$ cat src/rtl/core/ptsch_pkg.sv
// Shared types and constants of the priority task scheduler.
`timescale 1ns / 1ps

package ptsch_pkg;

  // Default table size and the widest slot number across the supported sizes (up to 64).
  localparam int MAX_TASKS_DEF = 8;
  localparam int SLOT_W        = 6;

  // Field widths of the request and result channels.
  localparam int MODE_W      = 2;
  localparam int PRIO_W      = 8;
  localparam int DUR_W       = 32;
  localparam int TGT_W       = 3;
  localparam int TIME_W      = 48;
  localparam int END_W       = TIME_W + 1;
  localparam int ALARM_W     = 32;
  localparam int PORT_SLOT_W = 3;

  localparam logic [ALARM_W-1:0] ALARM_RESET = 32'd60000;

  // Request modes.
  typedef enum logic [MODE_W-1:0] {
    MODE_ADD   = 2'd0,
    MODE_SLEEP = 2'd1,
    MODE_WAKE  = 2'd2,
    MODE_SCHED = 2'd3
  } mode_t;

  // Commands broadcast to the task cells.
  typedef enum logic [2:0] {
    OP_NONE   = 3'd0,
    OP_ADD    = 3'd1,
    OP_SLEEP  = 3'd2,
    OP_WAKE   = 3'd3,
    OP_REVIVE = 3'd4
  } cell_op_t;

  typedef struct packed {
    cell_op_t          op;
    logic [PRIO_W-1:0] prio;
    logic [END_W-1:0]  end_ms;
  } cell_cmd_t;

  // Election record that travels down the chain, one cell per cycle.
  typedef struct packed {
    logic               vld;
    logic [PRIO_W-1:0]  best_prio;
    logic               act_found;
    logic [SLOT_W-1:0]  act_idx;
    logic               slp_found;
    logic [SLOT_W-1:0]  slp_idx;
    logic [ALARM_W-1:0] alarm;
  } scan_t;

endpackage

$ cat src/rtl/core/ptsch_cell.sv
// One task slot of the scheduler chain: task state plus one election step.
`timescale 1ns / 1ps

module ptsch_cell #(
  parameter int CELL_IDX = 0
) (
  input  logic                        clk,
  input  logic                        rst_n,
  input  ptsch_pkg::cell_cmd_t        cmd,
  input  logic                        sel,
  input  logic [ptsch_pkg::TIME_W-1:0] now_ms,
  input  ptsch_pkg::scan_t            scan_in,
  output ptsch_pkg::scan_t            scan_out
);

  logic                            valid_r;
  logic [ptsch_pkg::PRIO_W-1:0]    prio_r;
  logic                            active_r;
  logic                            waiting_r;
  logic [ptsch_pkg::END_W-1:0]     end_r;
  ptsch_pkg::scan_t                scan_r;
  ptsch_pkg::scan_t                scan_nxt;

  logic [ptsch_pkg::END_W:0]       diff;
  logic                            expired;
  logic                            pending;
  logic                            eligible;
  logic                            nearer;

  // Compare the wake time against the election time
  assign diff     = {1'b0, end_r} - {2'b00, now_ms};
  assign expired  = diff[ptsch_pkg::END_W] || (diff == '0);
  assign pending  = waiting_r && !expired;
  assign eligible = valid_r && !pending && (prio_r > scan_in.best_prio);
  assign nearer   = valid_r && pending &&
                    (diff[ptsch_pkg::END_W-1:ptsch_pkg::ALARM_W] == '0) &&
                    (diff[ptsch_pkg::ALARM_W-1:0] < scan_in.alarm);

  // Fold this slot into the election record
  always_comb begin
    scan_nxt = scan_in;
    if (eligible) begin
      scan_nxt.best_prio = prio_r;
      if (active_r) begin
        scan_nxt.act_found = 1'b1;
        scan_nxt.act_idx   = ptsch_pkg::SLOT_W'(CELL_IDX);
      end else begin
        scan_nxt.slp_found = 1'b1;
        scan_nxt.slp_idx   = ptsch_pkg::SLOT_W'(CELL_IDX);
      end
    end
    if (nearer) begin
      scan_nxt.alarm = diff[ptsch_pkg::ALARM_W-1:0];
    end
  end

  // Hand the record to the next cell
  always_ff @(posedge clk) begin
    if (!rst_n) begin
      scan_r <= '0;
    end else begin
      scan_r <= scan_nxt;
    end
  end

  assign scan_out = scan_r;

  // Slot occupancy
  always_ff @(posedge clk) begin
    if (!rst_n) begin
      valid_r <= 1'b0;
    end else if (sel && (cmd.op == ptsch_pkg::OP_ADD)) begin
      valid_r <= 1'b1;
    end
  end

  // Apply commands; drop expired waits as the election passes
  always_ff @(posedge clk) begin
    if (sel) begin
      unique case (cmd.op)
        ptsch_pkg::OP_ADD: begin
          prio_r    <= cmd.prio;
          active_r  <= 1'b1;
          waiting_r <= 1'b0;
        end
        ptsch_pkg::OP_SLEEP: begin
          if (valid_r) begin
            active_r  <= 1'b0;
            waiting_r <= 1'b1;
            end_r     <= cmd.end_ms;
          end
        end
        ptsch_pkg::OP_WAKE: begin
          if (valid_r) begin
            active_r  <= 1'b1;
            waiting_r <= 1'b0;
          end
        end
        ptsch_pkg::OP_REVIVE: begin
          active_r <= 1'b1;
        end
        default: begin
        end
      endcase
    end else if (scan_in.vld && valid_r && expired) begin
      waiting_r <= 1'b0;
    end
  end

endmodule

$ cat src/rtl/core/priority_task_scheduler.sv
// Top level of the priority task scheduler: request handling, election control, result register.
`timescale 1ns / 1ps

// Each task slot is a cell in a chain; an election sends a record down the chain one cell per
// clock. A sleep, wake or schedule request runs an election through the whole chain before the
// next request can be taken, while an add or a zero-length sleep goes straight to its result. One
// request is in work at a time; its result sits in an output register, and the next request is
// accepted while that result waits to be taken. No clearing pass follows reset.

module priority_task_scheduler #(
  parameter int MAX_TASKS = ptsch_pkg::MAX_TASKS_DEF
) (
  input  logic                              clk,
  input  logic                              rst_n,

  input  logic                              cfg_wr_en,
  input  logic [ptsch_pkg::ALARM_W-1:0]     cfg_wr_data,

  input  logic                              in_valid,
  output logic                              in_stall,
  input  logic [ptsch_pkg::MODE_W-1:0]      in_mode,
  input  logic [ptsch_pkg::PRIO_W-1:0]      in_priority_req,
  input  logic [ptsch_pkg::DUR_W-1:0]       in_duration_ms,
  input  logic [ptsch_pkg::TGT_W-1:0]       in_target_task,
  input  logic [ptsch_pkg::TIME_W-1:0]      in_now_ms,

  output logic                              out_valid,
  input  logic                              out_stall,
  output logic                              out_status,
  output logic [ptsch_pkg::PORT_SLOT_W-1:0] out_new_task,
  output logic [ptsch_pkg::PORT_SLOT_W-1:0] out_run_task,
  output logic                              out_run_is_idle,
  output logic                              out_woke_on_timeout,
  output logic [ptsch_pkg::ALARM_W-1:0]     out_alarm_ms
);

  localparam int IDX_W = $clog2(MAX_TASKS);
  localparam int CNT_W = $clog2(MAX_TASKS + 1);

  typedef enum logic [1:0] {
    S_IDLE,
    S_SCAN,
    S_DONE
  } state_t;

  state_t                              state_r;
  logic [ptsch_pkg::ALARM_W-1:0]       alarm_cfg_r;
  logic [CNT_W-1:0]                    task_count_r;
  logic [IDX_W-1:0]                    running_slot_r;
  logic                                running_idle_r;
  logic [ptsch_pkg::TIME_W-1:0]        now_r;
  logic                                go_r;

  logic                                res_status_r;
  logic [ptsch_pkg::PORT_SLOT_W-1:0]   res_new_r;
  logic [ptsch_pkg::PORT_SLOT_W-1:0]   res_run_r;
  logic                                res_idle_r;
  logic                                res_woke_r;
  logic [ptsch_pkg::ALARM_W-1:0]       res_alarm_r;

  logic                                out_valid_r;
  logic                                out_status_r;
  logic [ptsch_pkg::PORT_SLOT_W-1:0]   out_new_task_r;
  logic [ptsch_pkg::PORT_SLOT_W-1:0]   out_run_task_r;
  logic                                out_run_is_idle_r;
  logic                                out_woke_r;
  logic [ptsch_pkg::ALARM_W-1:0]       out_alarm_r;

  ptsch_pkg::mode_t                    mode;
  logic                                in_acc;
  logic                                is_add;
  logic                                full;
  logic                                do_elect;
  logic                                fin;
  logic                                out_free;
  ptsch_pkg::cell_cmd_t                cmd;
  logic [MAX_TASKS-1:0]                cell_sel;
  ptsch_pkg::scan_t                    launch;
  ptsch_pkg::scan_t                    scan_w [0:MAX_TASKS];
  ptsch_pkg::scan_t                    last;

  logic [IDX_W-1:0]                    win_slot;
  logic                                win_idle;
  logic                                win_woke;

  assign mode     = ptsch_pkg::mode_t'(in_mode);
  assign in_stall = (state_r != S_IDLE);
  assign in_acc   = in_valid && !in_stall;
  assign is_add   = (mode == ptsch_pkg::MODE_ADD);
  assign full     = (task_count_r >= CNT_W'(MAX_TASKS));
  assign do_elect = !is_add && !((mode == ptsch_pkg::MODE_SLEEP) && (in_duration_ms == '0));
  assign last     = scan_w[MAX_TASKS];
  assign fin      = (state_r == S_SCAN) && last.vld;
  assign out_free = !out_valid_r || !out_stall;

  // Build the cell command and the slot select
  always_comb begin
    cmd.op     = ptsch_pkg::OP_NONE;
    cmd.prio   = in_priority_req;
    cmd.end_ms = {1'b0, in_now_ms} + ptsch_pkg::END_W'(in_duration_ms);
    if (in_acc) begin
      unique case (mode)
        ptsch_pkg::MODE_ADD: begin
          if (!full) cmd.op = ptsch_pkg::OP_ADD;
        end
        ptsch_pkg::MODE_SLEEP: begin
          if ((in_duration_ms != '0) && !running_idle_r) cmd.op = ptsch_pkg::OP_SLEEP;
        end
        ptsch_pkg::MODE_WAKE: begin
          cmd.op = ptsch_pkg::OP_WAKE;
        end
        ptsch_pkg::MODE_SCHED: begin
        end
      endcase
    end else if (fin && !last.act_found && last.slp_found) begin
      cmd.op = ptsch_pkg::OP_REVIVE;
    end
  end

  always_comb begin
    for (int i = 0; i < MAX_TASKS; i++) begin
      unique case (cmd.op)
        ptsch_pkg::OP_ADD:    cell_sel[i] = (task_count_r == CNT_W'(i));
        ptsch_pkg::OP_SLEEP:  cell_sel[i] = (running_slot_r == IDX_W'(i));
        ptsch_pkg::OP_WAKE:   cell_sel[i] = (32'(in_target_task) == 32'(i));
        ptsch_pkg::OP_REVIVE: cell_sel[i] = (last.slp_idx == ptsch_pkg::SLOT_W'(i));
        default:              cell_sel[i] = 1'b0;
      endcase
    end
  end

  // Launch record for the election
  always_comb begin
    launch       = '0;
    launch.vld   = go_r;
    launch.alarm = alarm_cfg_r;
  end

  assign scan_w[0] = launch;

  // Chain of task cells
  for (genvar g = 0; g < MAX_TASKS; g++) begin : g_cell
    ptsch_cell #(
      .CELL_IDX (g)
    ) u_cell (
      .clk      (clk),
      .rst_n    (rst_n),
      .cmd      (cmd),
      .sel      (cell_sel[g]),
      .now_ms   (now_r),
      .scan_in  (scan_w[g]),
      .scan_out (scan_w[g+1])
    );
  end

  // Pick the winner: active first, then a timed-out sleeper, else idle
  always_comb begin
    win_slot = '0;
    win_idle = 1'b1;
    win_woke = 1'b0;
    if (last.act_found) begin
      win_slot = last.act_idx[IDX_W-1:0];
      win_idle = 1'b0;
    end else if (last.slp_found) begin
      win_slot = last.slp_idx[IDX_W-1:0];
      win_idle = 1'b0;
      win_woke = 1'b1;
    end
  end

  // Sequence requests and hold the result until taken
  always_ff @(posedge clk) begin
    if (!rst_n) begin
      state_r        <= S_IDLE;
      alarm_cfg_r    <= ptsch_pkg::ALARM_RESET;
      task_count_r   <= '0;
      running_slot_r <= '0;
      running_idle_r <= 1'b1;
      go_r           <= 1'b0;
      out_valid_r    <= 1'b0;
    end else begin
      go_r <= 1'b0;
      if (cfg_wr_en) alarm_cfg_r <= cfg_wr_data;
      if (out_free) out_valid_r <= 1'b0;

      unique case (state_r)
        S_IDLE: begin
          if (in_valid) begin
            now_r <= in_now_ms;
            if (do_elect) begin
              go_r    <= 1'b1;
              state_r <= S_SCAN;
            end else begin
              res_status_r <= is_add && full;
              res_new_r    <= (is_add && !full) ? ptsch_pkg::PORT_SLOT_W'(task_count_r) : '0;
              res_run_r    <= ptsch_pkg::PORT_SLOT_W'(running_slot_r);
              res_idle_r   <= running_idle_r;
              res_woke_r   <= 1'b0;
              res_alarm_r  <= alarm_cfg_r;
              if (is_add && !full) task_count_r <= task_count_r + CNT_W'(1);
              state_r      <= S_DONE;
            end
          end
        end
        S_SCAN: begin
          if (last.vld) begin
            running_slot_r <= win_slot;
            running_idle_r <= win_idle;
            res_status_r   <= 1'b0;
            res_new_r      <= '0;
            res_run_r      <= ptsch_pkg::PORT_SLOT_W'(win_slot);
            res_idle_r     <= win_idle;
            res_woke_r     <= win_woke;
            res_alarm_r    <= last.alarm;
            state_r        <= S_DONE;
          end
        end
        S_DONE: begin
          if (out_free) begin
            out_valid_r       <= 1'b1;
            out_status_r      <= res_status_r;
            out_new_task_r    <= res_new_r;
            out_run_task_r    <= res_run_r;
            out_run_is_idle_r <= res_idle_r;
            out_woke_r        <= res_woke_r;
            out_alarm_r       <= res_alarm_r;
            state_r           <= S_IDLE;
          end
        end
        default: begin
          state_r <= S_IDLE;
        end
      endcase
    end
  end

  assign out_valid           = out_valid_r;
  assign out_status          = out_status_r;
  assign out_new_task        = out_new_task_r;
  assign out_run_task        = out_run_task_r;
  assign out_run_is_idle     = out_run_is_idle_r;
  assign out_woke_on_timeout = out_woke_r;
  assign out_alarm_ms        = out_alarm_r;

endmodule

$ cat config.mk
export PLATFORM = sky130hd
export DESIGN_NAME = priority_task_scheduler
export DESIGN_NICKNAME = d
export VERILOG_FILES = /design/src/rtl/core/ptsch_pkg.sv /design/src/rtl/core/ptsch_cell.sv /design/src/rtl/core/priority_task_scheduler.sv
export SDC_FILE = /design/constraint.sdc
export NUM_CORES = 2
export LEC_CHECK = 0
export BUFFER_PORTS_ARGS = -buffer_cell sky130_fd_sc_hd__buf_4
export CAP_MARGIN = 40
export CORE_UTILIZATION = 41
export CTS_CLUSTER_SIZE = 16
export DETAILED_ROUTE_END_ITERATION = 12
export GPL_ROUTABILITY_DRIVEN = 0
export PLACE_DENSITY_LB_ADDON = 0.25
export SETUP_SLACK_MARGIN = 0.3
export SKIP_LAST_GASP = 1
export SLEW_MARGIN = 40
export SYNTH_ARGS = -nofsm -noshare
export SYNTH_HDL_FRONTEND = slang
export SYNTH_SLANG_ARGS = --single-unit
export TNS_END_PERCENT = 20
$ cat constraint.sdc
create_clock -name clk -period 11.4 [get_ports clk]
set_input_delay 0.57 -clock clk [delete_from_list [all_inputs] [get_ports clk]]
set_output_delay 0.57 -clock clk [all_outputs]
set_load 0.03 [all_outputs]
== Word level (Yosys, flattened, before mapping) ==
Index checks and enable logic that the tools add are counted.

* Register bits: 1083
* Input port bits: 130
* Output and inout bits: 43
* Word-level logic and storage cells: 544

* Add/sub/neg operators: 10
* Order comparisons: 17
* Equality and inequality tests: 80
* Mux-type cells: 132
* Bitwise operators: 1
* Reduce and logical (&&, ||, !) cells: 189

{| class="wikitable"
|+ Operators with widths
! kind !! number
|-
| 50-bit logical NOT || 8
|-
| 49-bit by 48-bit subtractor with 50-bit output || 8
|-
| 32-bit two-way mux || 11
|-
| 32-bit < comparator || 8
|-
| 17-bit logical NOT || 8
|-
| 22-bit two-way mux || 6
|-
| 7-bit two-way mux || 16
|-
| 1-bit logical AND || 81
|-
| 4-bit AND reduction || 17
|-
| 32-bit one-hot mux with 2 select lines || 1
|-
| 8-bit > comparator || 7
|-
| 1-bit two-way mux || 50
|-
| 48-bit by 32-bit adder with 49-bit output || 1
|-
| 3-bit != test, second input constant || 16
|-
| 1-bit one-hot mux with 3 select lines || 16
|-
| 2-bit by 1-bit != test with 1-bit output, second input constant || 17
|-
| 3-bit two-way mux || 11
|-
| 3-bit AND reduction || 11
|-
| 32-bit logical NOT || 1
|-
| 4-bit != test, second input constant || 8
|-
| 1-bit one-hot mux with 4 select lines || 8
|-
| 32-bit nonzero test || 1
|-
| 3-bit equality test, second input constant || 9
|-
| 6-bit by 3-bit equality test with 1-bit output, second input constant || 4
|-
| 30 further kinds || 105
|}

== Logic depth before layout (Yosys ltp) ==
* Word-level depth: 10
* Mapped depth: 26
* Mapped depth without buffers: 24

== Cells and area by module ==
Synthesis repeated with hierarchy kept, for this count alone.

* Cell total of the unflattened synthesis: 9157
* Area, all modules: 79062.1 sq um

{| class="wikitable"
|+ Modules (own cells, without submodules)
! module !! times used !! cells each !! area an instance (sq um) !! sequential area each (sq um)
|-
| ptsch_cell (g_cell[1].u_cell ...) || 3 || 1126 || 9156.3 || 2892.8
|-
| ptsch_cell (g_cell[5].u_cell ...) || 2 || 991 || 8640.8 || 2892.8
|-
| ptsch_cell (g_cell[7].u_cell) || 1 || 989 || 8640.8 || 2892.8
|-
| ptsch_cell (g_cell[0].u_cell) || 1 || 1022 || 8639.5 || 2892.8
|-
| priority_task_scheduler || 1 || 768 || 8549.4 || 4784.6
|-
| ptsch_cell (g_cell[3].u_cell) || 1 || 1018 || 8481.9 || 2892.8
|}

== Least setup slack after synthesis ==
No wires, ideal clock.

* Path type: input -> register
* From: input in_valid
* To: register g_cell[6].u_cell.end_r[0] (netlist bit) (enable)
* Setup time: 0.516 ns
* Arrival: 5.559 ns
* Path slack: 5.325 ns
* Stages: 8
* Path buffers: 0
* Cell sequence: nand2_1 nor4_1 nor3_1 o21ai_0 o21ai_0 nor2b_1 nand2b_1 nor3_1

* Longest elaborated chain between the ends: 5
* Elaborated cells on any way between the ends: 8
* Those cells by class: eq/ne: 4; mux: 2; reduce/logical: 2

{| class="wikitable"
|+ RTL lines
! element !! line !! text
|-
| start: declaration || priority_task_scheduler.sv:19 || <nowiki>input logic in_valid,</nowiki>
|-
| 1-bit logical AND (*) || priority_task_scheduler.sv:88 || <nowiki>assign in_acc = in_valid && !in_stall;</nowiki>
|-
| 3-bit two-way mux (*) || priority_task_scheduler.sv:101 || <nowiki>if (in_acc) begin</nowiki>
|-
| 3-bit equality test, or another cell as far along || priority_task_scheduler.sv:122 || <nowiki>unique case (cmd.op)</nowiki>
|-
| 1-bit one-hot mux with 4 select lines || priority_task_scheduler.sv:122 ||
|-
| 3-bit AND reduction (no line) (*) || -- ||
|-
| end signal: assignment || ptsch_cell.sv:90 || <nowiki>end_r <= cmd.end_ms;</nowiki>
|-
| end: declaration || ptsch_cell.sv:20 || <nowiki>logic [ptsch_pkg::END_W-1:0] end_r;</nowiki>
|}

Every way passes the cells marked *; elsewhere a longest branch is shown, timed or not.
A chain may end at the register's enable or synchronous reset.

== Worst setup path after layout ==
* From: register now_r[1] (netlist bit)
* To: register g_cell[2].u_cell.scan_r (netlist bit g_cell[2].u_cell.scan_out[2])

* Longest elaborated chain between the ends: 9
* Elaborated cells on any way between the ends: 11
* Those cells by class: add/sub: 1; order compare: 1; mux: 1; reduce/logical: 8

{| class="wikitable"
|+ RTL lines
! element !! line !! text
|-
| start: declaration || priority_task_scheduler.sv:51 || <nowiki>logic [ptsch_pkg::TIME_W-1:0] now_r;</nowiki>
|-
| start signal: assignment || priority_task_scheduler.sv:189 || <nowiki>now_r <= in_now_ms;</nowiki>
|-
| 49-bit by 48-bit subtractor with 50-bit output (*) || ptsch_cell.sv:31 || <nowiki>assign diff = {1'b0, end_r} - {2'b00, now_ms};</nowiki>
|-
| branches (longest 7 deep; another with 32-bit < comparator) || -- ||
|-
| 32-bit two-way mux (*) || ptsch_cell.sv:52 || <nowiki>if (nearer) begin</nowiki>
|-
| end signal: assignment || ptsch_cell.sv:62 || <nowiki>scan_r <= scan_nxt;</nowiki>
|-
| end: declaration || ptsch_cell.sv:21 || <nowiki>ptsch_pkg::scan_t scan_r;</nowiki>
|}

Every way passes the cells marked *.

==> flow_metrics.env <==
export IMPL_die_area_um2=170000
export IMPL_cts_max_level=3
export IMPL_drive_gt1_frac=0.0745
export IMPL_reg2regPathDepth=23
export IMPL_share_clk_of_total_power=0.418
export IMPL_ios=173
export IMPL_end_kind="register"
export IMPL_grt_max_degree=171
export IMPL_p_sw_w=0.00270
export IMPL_crit_arrival_ps=7370
export IMPL_pwr_share_seq=0.425
export IMPL_viasPerCell=6.09
export IMPL_path_common_cell="o21ai_0"
export IMPL_dr_pass1_iters=9
export IMPL_criticalPathCategory="reg2reg"
export IMPL_routed_wl_mm=239
export IMPL_hold_class="in2reg"
export IMPL_synth_cell_area_um2=68800
export IMPL_power_density_nw_per_um2=123
export IMPL_die_w_um=412
export IMPL_ir_drop_v=0.000131
export IMPL_top_layer="met5"
export IMPL_synthesis_nets=8363
export IMPL_numCtsBuffers=116
export IMPL_nFillCells=15633
export IMPL_cts_tree="yes"
export IMPL_wl_met2_mm=105
export IMPL_numPortBuffers=172
export IMPL_post_drt_wl_per_cell_um=24.1
export IMPL_min_period_ps=6750
export IMPL_num_rows=149
export IMPL_initial_core_util=0.415
export IMPL_p_leak_nw=30.5
export IMPL_avgSynthCellArea_um2=9.17
export IMPL_ys_seq_area_frac=0.385
export IMPL_die_h_um=412
export IMPL_timing_fmax_mhz=148
export IMPL_root_buffer="clkbuf_16"
export IMPL_finalCritPeriodShare=0.592
export IMPL_antenna_found_initial=20
export IMPL_grt_usage=0.274
export IMPL_max_slew_margin_rel=0.363
export IMPL_met1_length_mm=100
export IMPL_path_cells="inv_1 -> ha_1 -> nand2b_1 -> a211oi_1 -> o21ai_0 -> o31ai_1 -> a41o_1 -> a21oi_1 -> xnor2_1 -> ha_1 -> a21o_1 -> a21oi_1 -> nor2b_1 -> o21ai_0 -> nand2b_1 -> a221oi_1 -> o21ai_0 -> nand3_1 -> o211ai_1 -> nor4b_4 -> buf_4 -> mux2i_1 -> nor2_1"
export IMPL_route_met3_wl_mm=23.8
export IMPL_skew_ps=61.5
export IMPL_rsz0062_at_grt="false"
export IMPL_switching_share=0.284
export IMPL_cp_slowest_stage_delay_ps=820
export IMPL_drt_iter0_markers=6408
export IMPL_syn_inst=7502
export IMPL_post_place_ws_ps=4690
export IMPL_synth_top_flop_cell="edfxtp_1"
export IMPL_synth_edf_count=602
export IMPL_worstPathRequired_ps=12020
export IMPL_r2r_setup_slack_ps=4650
export IMPL_dp_hpwl_mm=189
export IMPL_status="complete, no violations"
export IMPL_setup_ws_ps=4650
export IMPL_grt_pass1_wl_mm=352
export IMPL_area_growth_pct=12.4
export IMPL_crit_start="now_r[1]"
export IMPL_endpoint="g_cell[2].u_cell.scan_out[2]"
export IMPL_via_count=60456
export IMPL_power_report_internal_total_w=0.00679
export IMPL_remaining_drc_errors=0
export IMPL_final_setup_tns_ps=0
export IMPL_startpoint_type="register"
export IMPL_setup_viol=0
export IMPL_pwr_share_comb=0.156
export IMPL_timing_hold_violations_final=0
export IMPL_async_flop_share=0
export IMPL_clockBufferDepth=3
export IMPL_r2r_start="now_r[1]"
export IMPL_insertion_delay_ps=790
export IMPL_slew_violations=0
export IMPL_crit_path_top_delay_cell="edfxtp_1"
export IMPL_nets=8493
export IMPL_path_clk_slew_ps=60
export IMPL_overflow=0
export IMPL_coreArea_um2=166000
export IMPL_synth_seq_cells=1024
export IMPL_cap_violations=0
export IMPL_grt_pass1_vias=57976
export IMPL_yosys_warnings=0
export IMPL_worst_path_max_fanout=32
export IMPL_ant_nets=0
export IMPL_rr_endpoint="g_cell[2].u_cell.scan_out[2]"
export IMPL_clock_sinks=1024
export IMPL_worstMarginPinSlew_ps=950
export IMPL_synth_distinct_cells=101
-- final cells by class --
cell class | count | area [µm²] | share of cell area
Tap cell | 2189 | 2740 | 0.0354
Timing Repair Buffer | 308 | 2500 | 0.0323
Antenna cell | 6 | 15.0 | 0.000194
Clock inverter | 70 | 840 | 0.0109
Clock buffer | 150 | 3260 | 0.0421
Multi-Input combinational cell | 5666 | 39500 | 0.511
Sequential cell | 1024 | 26500 | 0.343
Inverter | 516 | 1940 | 0.0251
-- placed cells by master, fill, tap and decap left out, types with 196 or more instances in the layout --
master	netlist	routed
ha_1	722	722
o21ai_0	406	404
nand4_1	196	196
edfxtp_1	602	602
mux2i_1	288	288
a21oi_1	605	602
a21o_1	211	211
buf_4	5	245
nor2_1	696	687
dfxtp_1	422	421
nand2_1	580	580
inv_1	515	515
-- cell usage after synthesis (all sizes together) (22+ instances only) --
| master | number | area [µm²] |
|---|---|---|
| ha | 722 | 9030 |
| nor2 | 696 | 2610 |
| a21oi | 610 | 3080 |
| edfxtp | 602 | 18100 |
| nand2 | 580 | 2180 |
| inv | 515 | 1930 |
| dfxtp | 422 | 8450 |
| o21ai | 422 | 2110 |
| mux2i | 288 | 2880 |
| clkbuf | 246 | 926 |
| a21o | 211 | 1580 |
| xnor2 | 201 | 1760 |
| nand4 | 197 | 1240 |
| nand3 | 165 | 826 |
| o21a | 131 | 983 |
| nor3 | 120 | 601 |
| xor2 | 103 | 902 |
| a211oi | 86 | 651 |
| nor2b | 76 | 483 |
| nor4 | 73 | 463 |
| o211ai | 71 | 533 |
| o31ai | 71 | 543 |
| o21bai | 68 | 510 |
| and2 | 65 | 408 |
| nand2b | 65 | 407 |
| and3 | 64 | 400 |
| a31oi | 52 | 325 |
| buf | 50 | 332 |
| or3 | 38 | 238 |
| a21boi | 36 | 270 |
| or4 | 35 | 263 |
| a2111oi | 26 | 253 |
| or2 | 26 | 163 |
| and4 | 22 | 193 |
| o2111ai | 22 | 193 |
-- registers in the layout, summed over array words and instances, names as in the netlist, 4 cells and up, named ones only --
| name | cells |
|---|---|
| alarm_cfg_r | 32 |
| g_cell.u_cell.active_r | 8 |
| g_cell.u_cell.end_r | 392 |
| g_cell.u_cell.prio_r | 64 |
| g_cell.u_cell.scan_out | 370 |
| g_cell.u_cell.valid_r | 8 |
| g_cell.u_cell.waiting_r | 8 |
| now_r | 48 |
| out_alarm_ms | 32 |
| res_alarm_r | 32 |
| task_count_r | 4 |
-- critical path, delay by kind of cell, from the launching register on --
kind            cells  cell delay [ps]
simple gates        6              600
flops               1              820
fa+ha+maj           2              770
buf+inv             2             1030
compound gates     11             2670
mux                 1              270
xor+xnor            1              380
-- power by group through the flow --
stage / sequential (W) / clock [W] / combinational (W)
floorplan: 0.00409 / 0 / 0.000875
global placement: 0.00411 / 0 / 0.00138
detailed placement: 0.00411 / 0 / 0.00141
CTS: 0.00404 / 0.00403 / 0.00144
global route: 0.00404 / 0.00417 / 0.00160
finish: 0.00404 / 0.00397 / 0.00148
-- per-layer routing --
metal / GRT usage / up-vias
met1: 0.372 / 29066
li1: - / 27886
met3: 0.0498 / 540
met2: 0.433 / 2956
met4: 0.101 / 8
met5: 0 / -
-- what timing repair did --
item / CTS / global route
resized for setup: 0 / 0
hold buffers: 60 / 0
buffers inserted: 0 / 0
hold endpoints to repair: 60 / 0
-- through the flow --
stage | hold slack (ps) | instances | instance area [µm²] | total power (W) | utilization
2_1_floorplan | 395 | 7502 | 68800 | 0.00497 | -
3_3_place_gp | 402 | 9641 | 72400 | 0.00550 | 0.437
3_5_place_dp | 402 | 9641 | 72500 | 0.00552 | 0.438
4_1_cts | 2.10 | 9921 | 77200 | 0.00950 | 0.466
5_1_grt | 20.7 | 9923 | 77400 | 0.00980 | 0.467
6_report | 44.9 | 9929 | 77400 | 0.00949 | 0.467
-- worst min-delay path by stage --
stage	cells after the start	slack, ps	start	to
6_report	3	40	cfg_wr_data[16]	alarm_cfg_r[16]
5_1_grt	3	20	cfg_wr_data[12]	alarm_cfg_r[12]
4_1_cts	3	2	cfg_wr_data[16]	alarm_cfg_r[16]
3_5_place_dp	2	400	g_cell[5].u_cell.scan_out[39]	g_cell[6].u_cell.scan_out[39]
3_3_place_gp	0	400	res_alarm_r[10]	out_alarm_ms[10]
2_1_floorplan	2	400	g_cell[1].u_cell.scan_out[32]	g_cell[2].u_cell.scan_out[32]
-- cells by family (layout without fill, tap and decap cells) --
group	Yosys count	after routing	share of synthesized area
and+or+nand+nor	2291	2291	0.161
adders and majority gates	731	731	0.134
buffers and inverters	812	1044	0.0464
muxes	298	298	0.0435
DFF	1024	1024	0.385
other	0	6	0
AOI/OAI and AO/OA	2042	2042	0.191
xor gates and xnor gates	304	304	0.0387
Note: power is estimated with default switching activity, not from simulation.
